## src/rtl/core/abb_pkg.sv

```systemverilog
// abb_pkg: shared constants, beat types and helpers for the alpha bounding box block
// no dependencies; imported by every module under rtl/core
`timescale 1ns / 1ps

package abb_pkg;

    // frame geometry
    localparam int MAX_DIM = 4096;
    localparam int COL_W   = $clog2(MAX_DIM);
    localparam int DIM_W   = COL_W + 1;
    localparam int ALPHA_W = 8;

    // configuration port
    localparam int CFG_IDX_W = 1;
    localparam int CFG_DAT_W = DIM_W;
    localparam logic [CFG_IDX_W-1:0] REG_IMAGE_WIDTH  = 1'b0;
    localparam logic [CFG_IDX_W-1:0] REG_IMAGE_HEIGHT = 1'b1;
    localparam logic [DIM_W-1:0]     DIM_RESET        = DIM_W'(MAX_DIM);

    // pixel queue between front and back
    localparam int Q_DEPTH = 4;
    localparam int Q_PTR_W = $clog2(Q_DEPTH);
    localparam int Q_CNT_W = Q_PTR_W + 1;

    // result queue at the output
    localparam int RES_DEPTH = 2;
    localparam int RES_PTR_W = $clog2(RES_DEPTH);
    localparam int RES_CNT_W = RES_PTR_W + 1;

    // classified pixel, front to back
    typedef struct packed {
        logic [COL_W-1:0] col;
        logic [COL_W-1:0] row;
        logic             hit;
        logic             last;
        logic [DIM_W-1:0] w;
        logic [DIM_W-1:0] h;
    } pix_t;

    // one finished box
    typedef struct packed {
        logic [COL_W-1:0] left;
        logic [COL_W-1:0] top;
        logic [DIM_W-1:0] right_end;
        logic [DIM_W-1:0] bottom_end;
        logic             is_empty;
        logic             is_cropped;
    } result_t;

    // zero reads as one, anything above the maximum clamps to it
    function automatic logic [DIM_W-1:0] eff_dim(input logic [DIM_W-1:0] v);
        logic [DIM_W-1:0] r;
        begin
            if (v == '0)
            begin
                r = DIM_W'(1);
            end
            else if (v > DIM_RESET)
            begin
                r = DIM_RESET;
            end
            else
            begin
                r = v;
            end
            return r;
        end
    endfunction

endpackage

```

## src/rtl/core/abb_front.sv

```systemverilog
// abb_front: size registers and raster counters; tags each pixel with position and frame end
// depends on abb_pkg
`timescale 1ns / 1ps

module abb_front (
    input  logic                          clk,
    input  logic                          rst_n,
    input  logic                          cfg_we,
    input  logic [abb_pkg::CFG_IDX_W-1:0] cfg_index,
    input  logic [abb_pkg::CFG_DAT_W-1:0] cfg_data,
    input  logic                          push,
    input  logic [abb_pkg::ALPHA_W-1:0]   alpha,
    input  logic                          q_full,
    output logic                          enq,
    output abb_pkg::pix_t                 enq_item
);
    import abb_pkg::*;

    logic [DIM_W-1:0] width_reg, height_reg;
    logic [COL_W-1:0] col_reg, col_next;
    logic [COL_W-1:0] row_reg, row_next;
    logic [DIM_W-1:0] w_eff, h_eff;
    logic             row_end, frame_end;

    assign w_eff     = eff_dim(width_reg);
    assign h_eff     = eff_dim(height_reg);
    assign row_end   = ({1'b0, col_reg} + DIM_W'(1)) >= w_eff;
    assign frame_end = row_end && (({1'b0, row_reg} + DIM_W'(1)) >= h_eff);
    assign enq       = push && !q_full;

    always_comb
    begin
        enq_item.col  = col_reg;
        enq_item.row  = row_reg;
        enq_item.hit  = (alpha != '0);
        enq_item.last = frame_end;
        enq_item.w    = w_eff;
        enq_item.h    = h_eff;
    end

    always_comb
    begin
        col_next = col_reg;
        row_next = row_reg;
        if (enq)
        begin
            if (frame_end)
            begin
                col_next = '0;
                row_next = '0;
            end
            else if (row_end)
            begin
                col_next = '0;
                row_next = row_reg + COL_W'(1);
            end
            else
            begin
                col_next = col_reg + COL_W'(1);
            end
        end
    end

    always_ff @(posedge clk or negedge rst_n)
    begin
        if (!rst_n)
        begin
            col_reg    <= '0;
            row_reg    <= '0;
            width_reg  <= DIM_RESET;
            height_reg <= DIM_RESET;
        end
        else
        begin
            col_reg <= col_next;
            row_reg <= row_next;
            if (cfg_we)
            begin
                case (cfg_index)
                    REG_IMAGE_WIDTH:  width_reg  <= cfg_data;
                    REG_IMAGE_HEIGHT: height_reg <= cfg_data;
                    default:          ;
                endcase
            end
        end
    end

endmodule

```

## src/rtl/core/abb_queue.sv

```systemverilog
// abb_queue: short pixel queue that decouples the front from the back
// depends on abb_pkg
`timescale 1ns / 1ps

module abb_queue (
    input  logic          clk,
    input  logic          rst_n,
    input  logic          enq,
    input  abb_pkg::pix_t enq_item,
    output logic          full,
    input  logic          deq,
    output logic          valid,
    output abb_pkg::pix_t head
);
    import abb_pkg::*;

    pix_t               mem_reg [Q_DEPTH];
    logic [Q_PTR_W-1:0] wr_ptr_reg, rd_ptr_reg;
    logic [Q_CNT_W-1:0] cnt_reg, cnt_next;

    assign full  = (cnt_reg == Q_CNT_W'(Q_DEPTH));
    assign valid = (cnt_reg != '0);
    assign head  = mem_reg[rd_ptr_reg];

    always_comb
    begin
        cnt_next = cnt_reg;
        if (enq && !deq)
        begin
            cnt_next = cnt_reg + Q_CNT_W'(1);
        end
        else if (deq && !enq)
        begin
            cnt_next = cnt_reg - Q_CNT_W'(1);
        end
    end

    always_ff @(posedge clk)
    begin
        if (enq)
        begin
            mem_reg[wr_ptr_reg] <= enq_item;
        end
    end

    always_ff @(posedge clk or negedge rst_n)
    begin
        if (!rst_n)
        begin
            wr_ptr_reg <= '0;
            rd_ptr_reg <= '0;
            cnt_reg    <= '0;
        end
        else
        begin
            if (enq)
            begin
                wr_ptr_reg <= wr_ptr_reg + Q_PTR_W'(1);
            end
            if (deq)
            begin
                rd_ptr_reg <= rd_ptr_reg + Q_PTR_W'(1);
            end
            cnt_reg <= cnt_next;
        end
    end

endmodule

```

## src/rtl/core/abb_back.sv

```systemverilog
// abb_back: box accumulator, result queue; one pixel/cycle, frame end stalls on full
// depends on abb_pkg
`timescale 1ns / 1ps

module abb_back (
    input  logic                      clk,
    input  logic                      rst_n,
    input  logic                      q_valid,
    input  abb_pkg::pix_t             q_head,
    output logic                      q_deq,
    input  logic                      pop,
    output logic                      empty,
    output logic [abb_pkg::COL_W-1:0] left,
    output logic [abb_pkg::COL_W-1:0] top,
    output logic [abb_pkg::DIM_W-1:0] right_end,
    output logic [abb_pkg::DIM_W-1:0] bottom_end,
    output logic                      is_empty,
    output logic                      is_cropped
);
    import abb_pkg::*;

    logic [COL_W-1:0]   box_left_reg, box_top_reg;
    logic [DIM_W-1:0]   box_right_reg, box_bottom_reg;
    logic               seen_any_reg;
    logic [COL_W-1:0]   upd_left, upd_top;
    logic [DIM_W-1:0]   upd_right, upd_bottom;
    logic               upd_seen;
    logic [DIM_W-1:0]   col_end, row_end;
    result_t            res_new, res_head;
    result_t            res_mem_reg [RES_DEPTH];
    logic [RES_PTR_W-1:0] res_wr_reg, res_rd_reg;
    logic [RES_CNT_W-1:0] res_cnt_reg, res_cnt_next;
    logic               res_full, res_push, res_pop;

    assign res_full = (res_cnt_reg == RES_CNT_W'(RES_DEPTH));
    assign q_deq    = q_valid && (!q_head.last || !res_full);
    assign res_push = q_deq && q_head.last;
    assign res_pop  = pop && !empty;
    assign empty    = (res_cnt_reg == '0);

    assign col_end = {1'b0, q_head.col} + DIM_W'(1);
    assign row_end = {1'b0, q_head.row} + DIM_W'(1);

    // fold the current pixel into the box; the first hit loads it outright
    always_comb
    begin
        upd_left   = box_left_reg;
        upd_top    = box_top_reg;
        upd_right  = box_right_reg;
        upd_bottom = box_bottom_reg;
        upd_seen   = seen_any_reg;
        if (q_head.hit)
        begin
            upd_seen = 1'b1;
            if (!seen_any_reg || q_head.col < box_left_reg)
            begin
                upd_left = q_head.col;
            end
            if (!seen_any_reg || q_head.row < box_top_reg)
            begin
                upd_top = q_head.row;
            end
            if (!seen_any_reg || col_end > box_right_reg)
            begin
                upd_right = col_end;
            end
            if (!seen_any_reg || row_end > box_bottom_reg)
            begin
                upd_bottom = row_end;
            end
        end
    end

    always_comb
    begin
        if (!upd_seen)
        begin
            res_new.left       = '0;
            res_new.top        = '0;
            res_new.right_end  = DIM_W'(1);
            res_new.bottom_end = DIM_W'(1);
            res_new.is_empty   = 1'b1;
            res_new.is_cropped = 1'b1;
        end
        else
        begin
            res_new.left       = upd_left;
            res_new.top        = upd_top;
            res_new.right_end  = upd_right;
            res_new.bottom_end = upd_bottom;
            res_new.is_empty   = 1'b0;
            res_new.is_cropped = (upd_left != '0) || (upd_top != '0) ||
                                 (upd_right < q_head.w) || (upd_bottom < q_head.h);
        end
    end

    assign res_head   = res_mem_reg[res_rd_reg];
    assign left       = res_head.left;
    assign top        = res_head.top;
    assign right_end  = res_head.right_end;
    assign bottom_end = res_head.bottom_end;
    assign is_empty   = res_head.is_empty;
    assign is_cropped = res_head.is_cropped;

    always_comb
    begin
        res_cnt_next = res_cnt_reg;
        if (res_push && !res_pop)
        begin
            res_cnt_next = res_cnt_reg + RES_CNT_W'(1);
        end
        else if (res_pop && !res_push)
        begin
            res_cnt_next = res_cnt_reg - RES_CNT_W'(1);
        end
    end

    always_ff @(posedge clk)
    begin
        if (res_push)
        begin
            res_mem_reg[res_wr_reg] <= res_new;
        end
    end

    always_ff @(posedge clk or negedge rst_n)
    begin
        if (!rst_n)
        begin
            box_left_reg   <= '1;
            box_top_reg    <= '1;
            box_right_reg  <= '0;
            box_bottom_reg <= '0;
            seen_any_reg   <= 1'b0;
            res_wr_reg     <= '0;
            res_rd_reg     <= '0;
            res_cnt_reg    <= '0;
        end
        else
        begin
            if (q_deq)
            begin
                if (q_head.last)
                begin
                    box_left_reg   <= '1;
                    box_top_reg    <= '1;
                    box_right_reg  <= '0;
                    box_bottom_reg <= '0;
                    seen_any_reg   <= 1'b0;
                end
                else
                begin
                    box_left_reg   <= upd_left;
                    box_top_reg    <= upd_top;
                    box_right_reg  <= upd_right;
                    box_bottom_reg <= upd_bottom;
                    seen_any_reg   <= upd_seen;
                end
            end
            if (res_push)
            begin
                res_wr_reg <= res_wr_reg + RES_PTR_W'(1);
            end
            if (res_pop)
            begin
                res_rd_reg <= res_rd_reg + RES_PTR_W'(1);
            end
            res_cnt_reg <= res_cnt_next;
        end
    end

`ifndef SYNTHESIS
    a_res_cnt_bound: assert property (@(posedge clk) disable iff (!rst_n)
        res_cnt_reg <= RES_CNT_W'(RES_DEPTH))
        else $error("result queue count out of range");

    a_frame_end_pushes: assert property (@(posedge clk) disable iff (!rst_n)
        (q_deq && q_head.last && !res_pop) |=> res_cnt_reg == $past(res_cnt_reg) + RES_CNT_W'(1))
        else $error("frame end did not produce a result");

    a_empty_box_shape: assert property (@(posedge clk) disable iff (!rst_n)
        (!empty && is_empty) |-> (left == '0 && top == '0 &&
                                  right_end == DIM_W'(1) && bottom_end == DIM_W'(1) && is_cropped))
        else $error("empty frame result malformed");

    a_box_ordered: assert property (@(posedge clk) disable iff (!rst_n)
        !empty |-> (right_end > {1'b0, left} && bottom_end > {1'b0, top}))
        else $error("box edges out of order");
`endif

endmodule

```

## src/rtl/core/alpha_bounding_box.sv

```systemverilog
// alpha_bounding_box: top level; one alpha beat per cycle unless full, one box per frame
// path: a frame's last pixel beat enters the pixel queue; once the back takes it,
// behind any earlier entries, its box is written into the result queue; the back drains
// one queue entry per cycle, but holds a frame end while both result slots are taken
// reset: rst_n asynchronous active low; counters, box and queues clear, sizes return to 4096
// depends on abb_pkg, abb_front, abb_queue, abb_back
`timescale 1ns / 1ps

module alpha_bounding_box (
    input  logic                          clk,
    input  logic                          rst_n,
    // configuration writes, taken whenever cfg_we is high
    input  logic                          cfg_we,
    input  logic [abb_pkg::CFG_IDX_W-1:0] cfg_index,
    input  logic [abb_pkg::CFG_DAT_W-1:0] cfg_data,
    // pixel side
    input  logic                          push,
    output logic                          full,
    input  logic [abb_pkg::ALPHA_W-1:0]   alpha,
    // box side
    output logic                          empty,
    input  logic                          pop,
    output logic [abb_pkg::COL_W-1:0]     left,
    output logic [abb_pkg::COL_W-1:0]     top,
    output logic [abb_pkg::DIM_W-1:0]     right_end,
    output logic [abb_pkg::DIM_W-1:0]     bottom_end,
    output logic                          is_empty,
    output logic                          is_cropped
);
    import abb_pkg::*;

    // front to queue
    logic enq;
    pix_t enq_item;
    logic q_full;

    // queue to back
    logic q_valid;
    logic q_deq;
    pix_t q_head;

    // full only reflects the pixel queue; the back keeps draining while a
    // finished box waits, and only stalls on a frame end with both result
    // slots taken
    assign full = q_full;

    // front: size registers, raster column/row counters, frame end detect
    abb_front u_front (
        .clk       (clk),
        .rst_n     (rst_n),
        .cfg_we    (cfg_we),
        .cfg_index (cfg_index),
        .cfg_data  (cfg_data),
        .push      (push),
        .alpha     (alpha),
        .q_full    (q_full),
        .enq       (enq),
        .enq_item  (enq_item)
    );

    // short queue so the front keeps taking beats while the back stalls
    abb_queue u_queue (
        .clk      (clk),
        .rst_n    (rst_n),
        .enq      (enq),
        .enq_item (enq_item),
        .full     (q_full),
        .deq      (q_deq),
        .valid    (q_valid),
        .head     (q_head)
    );

    // back: box min/max tracking, cropped test, result queue
    abb_back u_back (
        .clk        (clk),
        .rst_n      (rst_n),
        .q_valid    (q_valid),
        .q_head     (q_head),
        .q_deq      (q_deq),
        .pop        (pop),
        .empty      (empty),
        .left       (left),
        .top        (top),
        .right_end  (right_end),
        .bottom_end (bottom_end),
        .is_empty   (is_empty),
        .is_cropped (is_cropped)
    );

endmodule
```

## config.mk

```make
export PLATFORM = sky130hd
export DESIGN_NAME = alpha_bounding_box
export DESIGN_NICKNAME = d
export VERILOG_FILES = /design/src/rtl/core/abb_pkg.sv /design/src/rtl/core/abb_front.sv /design/src/rtl/core/abb_queue.sv /design/src/rtl/core/abb_back.sv /design/src/rtl/core/alpha_bounding_box.sv
export SDC_FILE = /design/constraint.sdc
export NUM_CORES = 1
export LEC_CHECK = 0
export BUFFER_PORTS_ARGS = -buffer_cell sky130_fd_sc_hd__buf_2
export CORE_MARGIN = 1
export CORE_UTILIZATION = 60
export CTS_CLUSTER_DIAMETER = 30
export CTS_CLUSTER_SIZE = 28
export DETAILED_ROUTE_END_ITERATION = 8
export PLACE_DENSITY = 0.76
export SYNTH_ARGS = -nofsm -noshare
export SYNTH_HDL_FRONTEND = slang
export SYNTH_SLANG_ARGS = --single-unit
```

## constraint.sdc

```tcl
create_clock -name clk -period 10.22 [get_ports clk]
set_input_delay 2.044 -clock clk [delete_from_list [all_inputs] [get_ports clk]]
set_output_delay 2.044 -clock clk [all_outputs]
set_load 0.05 [all_outputs]
```

==> impl_metrics.tcl, run 1 <==
set metrics [dict create \
    yosysTopAreaCellShare_pct 46.4 \
    fmax_mhz 161 \
    min-delay-path-class "reg -> reg" \
    drt_iter0_drc 1103 \
    grt_max_degree 59 \
    wl_um 43900 \
    synth-edff-count 312 \
    syn_to_final_growth_pct 17.5 \
    htreeDepth 3 \
    seq_area_um2 12200 \
    synth_top_family_by_area "multiplexers" \
    fin_nets 1705 \
    skew_ps 26.8 \
    synth_mux_area_share_pct 12.1 \
    grt_pass1_vias 12600 \
    antenna_cells 0 \
    via_count 12500 \
    preCtsSetupSlack_ps 4090 \
    final_hold_viol_count 0 \
    syn-cell-area_um2 20200 \
    ctsHoldBuffers 0 \
    grt_setup_unrepaired "no" \
    gp_congestion 0.868 \
    yosys_warnings 0 \
    dieWidth_um 185 \
    worstSetupPathType "reg -> reg" \
    syn_nets 1587 \
    cts_tree "yes" \
    fp-row-count 66 \
    cts_root_buffer "clkbuf_16" \
    multiInputGateArea_um2 7180 \
    fin_tns_setup_ps 0 \
    io_pins 81 \
    cts_setup_buffers 0 \
    arrival_ps 6500 \
    drc 0 \
    grt_pass1_wl_um 69100 \
    relSlewSlack_pct 18.1 \
    ys_seq_elements 424 \
    gr-total-overflow 0 \
    die-height_um 185 \
    syn_area_per_cell_um2 13.9 \
    synth_cells 1450 \
    drv_slew 0 \
    cts_made_buffers 81 \
    clock_path_buffers 3 \
    drv_cap 0 \
    cp_max_fo 29 \
    fin_crit_sh_pct 60.9 \
    synthArstFlopShare_pct 26.4 \
    synth-simple-area-share_pct 7.52 \
    cp_data_required_time_ps 10500 \
    antenna_left 0 \
    setup_viol 0 \
    nFillCells 2095 \
    via_per_inst 5.99 \
    drive_above_1_share_pct 25.9 \
    dp_hpwl_um 28200 \
    clkLatencyLatePin_ps 590 \
    status "completed" \
    worstMarginPinSlew_ps 1220 \
    synth_cell_types 70 \
    portBuffers 80 \
    dieArea_um2 34400 \
    synth-main-ff-cell "edfxtp_1" \
    clock_sinks 424 \
    yosysTopAreaCell "edfxtp_1" \
    endpoint_kind "register" \
    period_needed_ps 6220 \
    cts_resized 0 \
    synth_area_leaders "edfxtp_1 (46%), dfrtp_1 (11%), ha_1 (6.8%)" \
    grt_util_all_layers_pct 26.7 \
    start_util_pct 61.5 \
    setup_ws_ps 4000 \
    grt_antenna_before_repair 1 \
    ys_seq_area_share_pct 60.5 \
    synth_xor_area_share_pct 2.12 \
    clkTransAtPathRegs_ps 50 \
    startpoint_type "register" \
    synth-adder-area-share_pct 6.86 \
    largest_reg_flops 208 \
    wl_per_cell_um 21.1 \
    core_um2 32800 \
    firstDrtPassIters 5 \
    synth_compound_area_share_pct 6.83 \
]
critical path: stages, from the launching register on:
cell and delay, ps:
dfrtp_4 750, buf_4 570, mux4_2 700, ha_1 250, nand2_1 80, nor3_1 70, xnor2_1 170, ha_1 320
a211oi_1 70, o21ai_0 290, a2111oi_0 150, a21oi_2 880, mux2i_1 410, inv_1 110, ha_1 320, a21o_1 110
a21oi_1 50, and2_0 150, a211oi_1 240, o221ai_1 180
cell families (layout without fill, tap and decap cells):
| logic type | Yosys count | in the layout |
|---|---|---|
| DFF | 424 | 424 |
| buffers and inverters | 188 | 374 |
| AOI/OAI and AO/OA | 203 | 203 |
| adders and majority gates | 110 | 110 |
| muxes | 170 | 170 |
| and+or+nand+nor | 307 | 307 |
| xor gates and xnor gates | 48 | 48 |
area by class of cell:
type	count	area share, %
Multi-Input combinational cell	838	30.3
Tap cell	442	2.33
Inverter	131	2.09
Sequential cell	424	51.5
Clock buffer	92	8.94
Timing Repair Buffer	92	2.08
Clock inverter	59	2.73
path summary, 6_finish.rpt:
| check | endpoint | cells after the start | startpoint | slack (ps) |
|---|---|---|---|---|
| max in group asynchronous | u_queue.rd_ptr_reg[0] | 2 | rst_n | 7310 |
| worst max register to register | u_back.res_mem_reg[1][0] | 19 | u_queue.rd_ptr_reg[0] | 4000 |
| min in group asynchronous | u_back.res_rd_reg | 1 | rst_n | 1520 |
| worst max-delay path | u_back.res_mem_reg[1][0] | 19 | u_queue.rd_ptr_reg[0] | 4000 |
| worst min-delay path | u_back.res_rd_reg | 1 | u_back.res_rd_reg | 480 |
| worst min register to register | u_back.res_rd_reg | 1 | u_back.res_rd_reg | 480 |
Yosys cell counts (24+ instances only):
cell      instances
edfxtp_1        312
mux4_2           52
o21ai_0          52
nor2_1           78
o22a_1           24
inv_1           129
mux2i_1          40
mux2_2           78
clkbuf_1         25
dfrtp_1          86
a21oi_1          37
ha_1            109
dfstp_2          26
nand2_1          90
xnor2_1          27
cell usage in the layout (no fill, tap or decap), types with 9 or more instances in the layout:
cell type  instances
nor2b_1           18
buf_2             79
xnor2_1           27
mux4_2            52
clkinv_4           9
o22ai_1           19
inv_1            129
nand2_1           90
o21ai_0           52
dfrtp_1           83
nor2_1            77
mux2_2            78
clkinv_2          10
nand3_1           21
nor4_1            17
xor2_1            20
edfxtp_1         312
buf_4             13
nand2b_1          12
nand4_1           21
inv_6             15
clkbuf_16         81
o22a_1            24
mux2i_1           40
ha_1             109
nor3_1            13
a21oi_1           36
dfstp_2           26
per-stage QoR:
step / cell area (um2) / utilization, % / hold slack [ps] / cells
4_1_cts: 23700 / 72.3 / 487 / 2078
3_3_place_gp: 20900 / 63.8 / 455 / 1927
3_5_place_dp: 20900 / 63.8 / 463 / 1927
5_1_grt: 23700 / 72.3 / 497 / 2078
6_report: 23700 / 72.3 / 480 / 2078
2_1_floorplan: 20200 / - / 456 / 1450
routing by layer:
metal,vias to the layer above,global-route usage (%),share of wire [%]
li1,5675,-,-
met1,6164,37.7,43
met2,513,41.5,47
met3,98,4.95,7.3
met4,0,9.95,2.5
met5,-,0,0
Power of run 1 is not shown: default switching activity piles up to over one toggle a cycle in this logic, so the estimate is an artifact.
==> inputs of run 2 (changes only) <==
- ABC_AREA: not set -> 1
- CORE_UTILIZATION: 60 -> 56
- PLACE_DENSITY: 0.76 -> 0.74
- clock period: 10.22 -> 5.1 ns (I/O delays scaled with it)
==> run 2 against run 1 <==
Sequential share of layout area is 3.6 points lower. Synthesized cell count is 42% higher. Critical endpoint is now u_back.res_mem_reg[0][0]. Utilization is 2.5 points lower. Final cell count is 34% higher.
==> impl_metrics.tcl, run 2 <==
set metrics [dict create \
    status "completed" \
    seq_area_um2 12200 \
    grt_pass1_wl_um 79800 \
    yosys_warnings 0 \
    largest_reg_flops 208 \
    fp-row-count 70 \
    syn_area_per_cell_um2 10.1 \
    dieWidth_um 195 \
    synth-main-ff-cell "edfxtp_1" \
    min_to "u_front.height_reg[2]" \
    synth-adder-area-share_pct 6.67 \
    clkLatencyLatePin_ps 620 \
    drv_slew 0 \
    r2r_start "u_queue.rd_ptr_reg[0]" \
    endpoint_kind "register" \
    slowest_stage "dfrtp_2" \
    hold_start "u_front.height_reg[2]" \
    synth_cells 2058 \
    final_hold_viol_count 0 \
    r2r-end "u_back.res_mem_reg[0][0]" \
    dp_cells 2592 \
    fmax_mhz 204 \
    io_pins 81 \
    fin_nets 2373 \
    start_util_pct 56.8 \
    cp_data_required_time_ps 5410 \
    syn_to_final_growth_pct 22.8 \
    htreeDepth 3 \
    dieArea_um2 37800 \
    finalNonFillerCells 2778 \
    dpl_cell_area_um2 21900 \
    grt_max_degree 72 \
    multiInputGateArea_um2 7460 \
    wl_per_cell_um 18.6 \
    relSlewSlack_pct 31.4 \
    setup_viol 0 \
    skew_ps 34.9 \
    dp_hpwl_um 33000 \
    cp_max_fo 16 \
    grt_pass1_vias 15100 \
    cts_made_buffers 86 \
    dr_wl_met2_um 24900 \
    firstDrtPassIters 5 \
    antenna_left 0 \
    drive_above_1_share_pct 19.6 \
    fin_crit_sh_pct 96.2 \
    die-height_um 195 \
    m1WireLength_um 21600 \
    synth-simple-area-share_pct 16.1 \
    ys_seq_elements 424 \
    synth_common_cells "nand2_1 (553), edfxtp_1 (312), inv_1 (251), nor2_1 (123), o21ai_0 (123)" \
    cts_tree "yes" \
    gp_congestion 0.944 \
    synth_area_leaders "edfxtp_1 (45%), dfrtp_1 (10%), nand2_1 (10%)" \
    min-delay-path-class "reg -> reg" \
    startpoint_type "register" \
    grt_antenna_before_repair 1 \
    wl_met3_um 3550 \
    period_needed_ps 4900 \
    synth_xor_area_share_pct 1.65 \
    synth_cell_types 54 \
    drc 0 \
    synth_top_family_by_area "simple AND/OR/NAND/NOR gates" \
    worstSetupPathType "reg -> reg" \
    drt_iter0_drc 1496 \
    synthArstFlopShare_pct 26.4 \
    drv_cap 0 \
    nFillCells 2586 \
    final_cell_mix "nand2_1 (545), edfxtp_1 (312), inv_1 (246)" \
    worstRegToRegCells 30 \
    syn-cell-area_um2 20800 \
    arrival_ps 5210 \
    via_per_inst 5.55 \
    ys_seq_area_share_pct 58.8 \
    cts_root_buffer "clkbuf_16" \
    via_count 15400 \
    yosysTopAreaCell "edfxtp_1" \
    clock_path_buffers 3 \
    final_design_area_no_fill_um2 25500 \
    gr-total-overflow 0 \
    mostFrequentLayoutCell "nand2_1" \
    synth_mux_area_share_pct 0.0543 \
    rrSetupSlack_ps 200 \
    top_layer_used "met4" \
    clock_sinks 424 \
    synth-edff-count 312 \
    grt_util_all_layers_pct 26.9 \
    yosysTopAreaCellShare_pct 45.1 \
    synth_compound_area_share_pct 9.90 \
    portBuffers 80 \
    clkTransAtPathRegs_ps 50 \
    hold-path-cell-count 2 \
    worstMarginPinSlew_ps 1030 \
    syn_nets 2195 \
    core_um2 36500 \
    final_util_pct 69.8 \
    wl_um 51700 \
    slowest_delay_ps 510 \
    yosysMostFrequentCell "nand2_1" \
]
-- run 2: what timing repair did --
item                                    4_1_cts  5_1_grt
hold buffers                                  0        0
endpoints found under the setup margin        2        2
resized for setup                             3       84
pin swaps                                     0       17
endpoints found under the hold margin         0        0
gates cloned                                  0        6
setup buffers                                 0       18
-- run 2: through the flow --
step	TNS, ps	worst slack [ps]	hold WS, ps
4_1_cts	0	40.4	506
3_3_place_gp	0	139	475
5_1_grt	-220	-110	537
6_report	0	196	509
2_1_floorplan	0	617	453
3_5_place_dp	-69.0	-34.5	494
-- run 2: logic make-up after synthesis --
family          count (synthesis)
compound gates                321
simple gates                  820
flops                         424
buf+inv                       343
mux                             1
fa+ha+maj                     110
xor+xnor                       39
-- run 2: how the worst max path moves through the flow --
stage	startpoint	end	slack, ps	cells after the start
final	u_queue.rd_ptr_reg[0]	u_back.res_mem_reg[0][0]	200	30
after global routing	u_queue.rd_ptr_reg[0]	u_back.res_mem_reg[1][0]	-110	31
after CTS	u_queue.rd_ptr_reg[0]	u_back.res_mem_reg[0][0]	40	31
after detailed placement	u_queue.rd_ptr_reg[0]	u_back.res_mem_reg[1][0]	-30	31
after global placement	u_queue.rd_ptr_reg[0]	u_back.res_mem_reg[0][0]	140	30
after floorplan	u_queue.rd_ptr_reg[1]	u_back.res_mem_reg[0][0]	620	28
-- run 2: per-layer routing --
layer	up-vias	GRT usage (%)
met1	7299	35.2
met5	-	0
met4	0	12.0
met2	628	43.8
met3	133	5.21
li1	7353	-
-- run 2: area by class of cell --
type,instances,area share [%]
repair buffers,167,4.60
clock buffers,102,8.96
diodes,1,0.00982
clock inverters,59,2.94
well taps,468,2.30
inverters,262,3.97
flip-flops and latches,424,47.9
repair inverters,3,0.0933
multi-input cells,1292,29.3
-- run 2: worst max-delay path, delay by kind of cell, from the launching register on --
kind                       cells  cell delay (ps)
DFF                            1              510
adders and majority gates      2              560
AOI/OAI and AO/OA              5              840
and+or+nand+nor               13             1510
xor gates and xnor gates       1              250
buffers and inverters          9              910
Power of run 2 is left out for the same reason.
==> inputs of run 3 (changes only) <==
==> constraint.sdc (replaced) <==
create_clock -name clk -period 5.1 [get_ports clk]
set_input_delay 0.51 -clock clk [delete_from_list [all_inputs] [get_ports clk]]
set_output_delay 0.51 -clock clk [all_outputs]
set_load 0.05 [all_outputs]
==> run 3 against run 2 <==
Clock-buffer cell count decreased by 2. Hold slack got worse by 510 ps. Final cell count unchanged. Maximum frequency is 0.62% lower. Critical endpoint unchanged. Largest cell class unchanged.
==> impl_metrics.tcl, run 3 (synthesis results as in run 2) <==
set metrics [dict create \
    dp_hpwl_um 32900 \
    worstMarginPinSlew_ps 1210 \
    wl_per_cell_um 18.6 \
    cp_data_required_time_ps 5420 \
    slowest_delay_ps 430 \
    slowest_stage "dfrtp_2" \
    clock_path_buffers 3 \
    grt_pass1_vias 14800 \
    dpl_cell_area_um2 21900 \
    drc 0 \
    dp_cells 2587 \
    skew_ps 30.9 \
    portBuffers 80 \
    clkTransAtPathRegs_ps 50 \
    min-delay-path-class "in -> async" \
    drt_iter0_drc 1408 \
    drive_above_1_share_pct 21.0 \
    clock_sinks 424 \
    nFillCells 2538 \
    final_cell_mix "nand2_1 (541), edfxtp_1 (312), inv_1 (236)" \
    largest_reg_flops 208 \
    rrSetupSlack_ps 170 \
    multiInputGateArea_um2 7570 \
    grt_antenna_before_repair 1 \
    cts_made_buffers 82 \
    die-height_um 195 \
    worstSetupPathType "reg -> reg" \
    fin_nets 2378 \
    startpoint_type "register" \
    via_count 15500 \
    htreeDepth 3 \
    fmax_mhz 203 \
    ctsHoldBuffers 0 \
    mostFrequentLayoutCell "nand2_1" \
    core_um2 36500 \
    firstDrtPassIters 5 \
    start_util_pct 56.8 \
    via_per_inst 5.58 \
    worstRegToRegCells 35 \
    wl_um 51700 \
    finalNonFillerCells 2778 \
    preCtsSetupSlack_ps 11.0 \
    setup_viol 0 \
    syn_to_final_growth_pct 22.8 \
    drv_slew 0 \
    arrival_ps 5260 \
    relSlewSlack_pct 19.1 \
    fin_crit_sh_pct 96.8 \
    cp_max_fo 10 \
    r2r_start "u_queue.rd_ptr_reg[0]" \
    dieArea_um2 37800 \
    antenna_cells 0 \
    io_pins 81 \
    cts_tree "yes" \
    seq_area_um2 12200 \
    final_design_area_no_fill_um2 25500 \
    status "completed" \
    endpoint_kind "register" \
    antenna_left 0 \
    drv_cap 0 \
    fp-row-count 70 \
    gr-total-overflow 0 \
    grt_util_all_layers_pct 26.6 \
    crit_top_cell "nand2_1" \
    cts_root_buffer "clkbuf_16" \
    clkLatencyLatePin_ps 600 \
    setup_ws_ps 166 \
    period_needed_ps 4930 \
    grt_max_degree 58 \
    r2r-end "u_back.res_mem_reg[0][0]" \
    final_hold_viol_count 0 \
    dieWidth_um 195 \
    grt_pass1_wl_um 78400 \
    gp_congestion 0.979 \
]
## run 3: cell count changes in the layout (fill, tap and decap cells not counted), moves of 5 or more
cell	before	now
inv_1	246	236
inv_2	12	22
buf_4	75	83
ha_1	105	99
clkbuf_16	88	83
clkinv_2	6	11
ha_4	4	9
inv_6	18	13
o21ai_0	114	109
## run 3: critical path: cells and delay by family, from the launching register on
family          cells  cell delay (ps)
buf+inv            11             1240
fa+ha+maj           2              580
flops               1              430
compound gates      7              840
simple gates       14             1370
xor+xnor            1              200
## run 3: metrics by stage
stage                     setup TNS [ps]  hold WS [ps]  utilization, %
after floorplan                        0           214               -
after global placement                 0           475            59.9
after detailed placement               0           483            59.9
after CTS                              0          13.8            67.7
after global routing                -352          59.4            69.8
final                                  0          3.40            69.8
## run 3: how the worst max path moves through the flow
stage,start,to,slack [ps],cells after the start
floorplan,u_queue.rd_ptr_reg[1],u_back.res_mem_reg[0][0],620,28
detailed placement,u_queue.rd_ptr_reg[0],u_back.res_mem_reg[0][0],10,31
global route,u_queue.rd_ptr_reg[0],u_back.res_mem_reg[0][0],-180,33
CTS,u_queue.rd_ptr_reg[0],u_back.res_mem_reg[1][0],4,32
finish,u_queue.rd_ptr_reg[0],u_back.res_mem_reg[0][0],170,35
global placement,u_queue.rd_ptr_reg[0],u_back.res_mem_reg[0][0],280,32
## run 3: timing repair
action / in CTS / in global routing
setup endpoints to repair: 2 / 2
gates cloned: 0 / 4
pin swaps: 0 / 30
resized for setup: 0 / 136
buffers inserted: 2 / 32
## run 3: per-layer routing
| layer | track usage [%] | routed length, um |
|---|---|---|
| met5 | 0 | 13 |
| met3 | 5.38 | 3700 |
| met4 | 11.3 | 1650 |
| met1 | 34.9 | 21400 |
| met2 | 43.1 | 25000 |
## run 3: cell type report
cell class,instances,share of cell area [%]
Timing Repair Buffer,178,4.97
Clock inverter,53,2.57
Multi-Input combinational cell,1291,29.7
Sequential cell,424,47.9
Clock buffer,100,8.55
Tap cell,468,2.30
Timing Repair inverter,2,0.0638
Inverter,262,3.97
Power of run 3 is left out for the same reason.
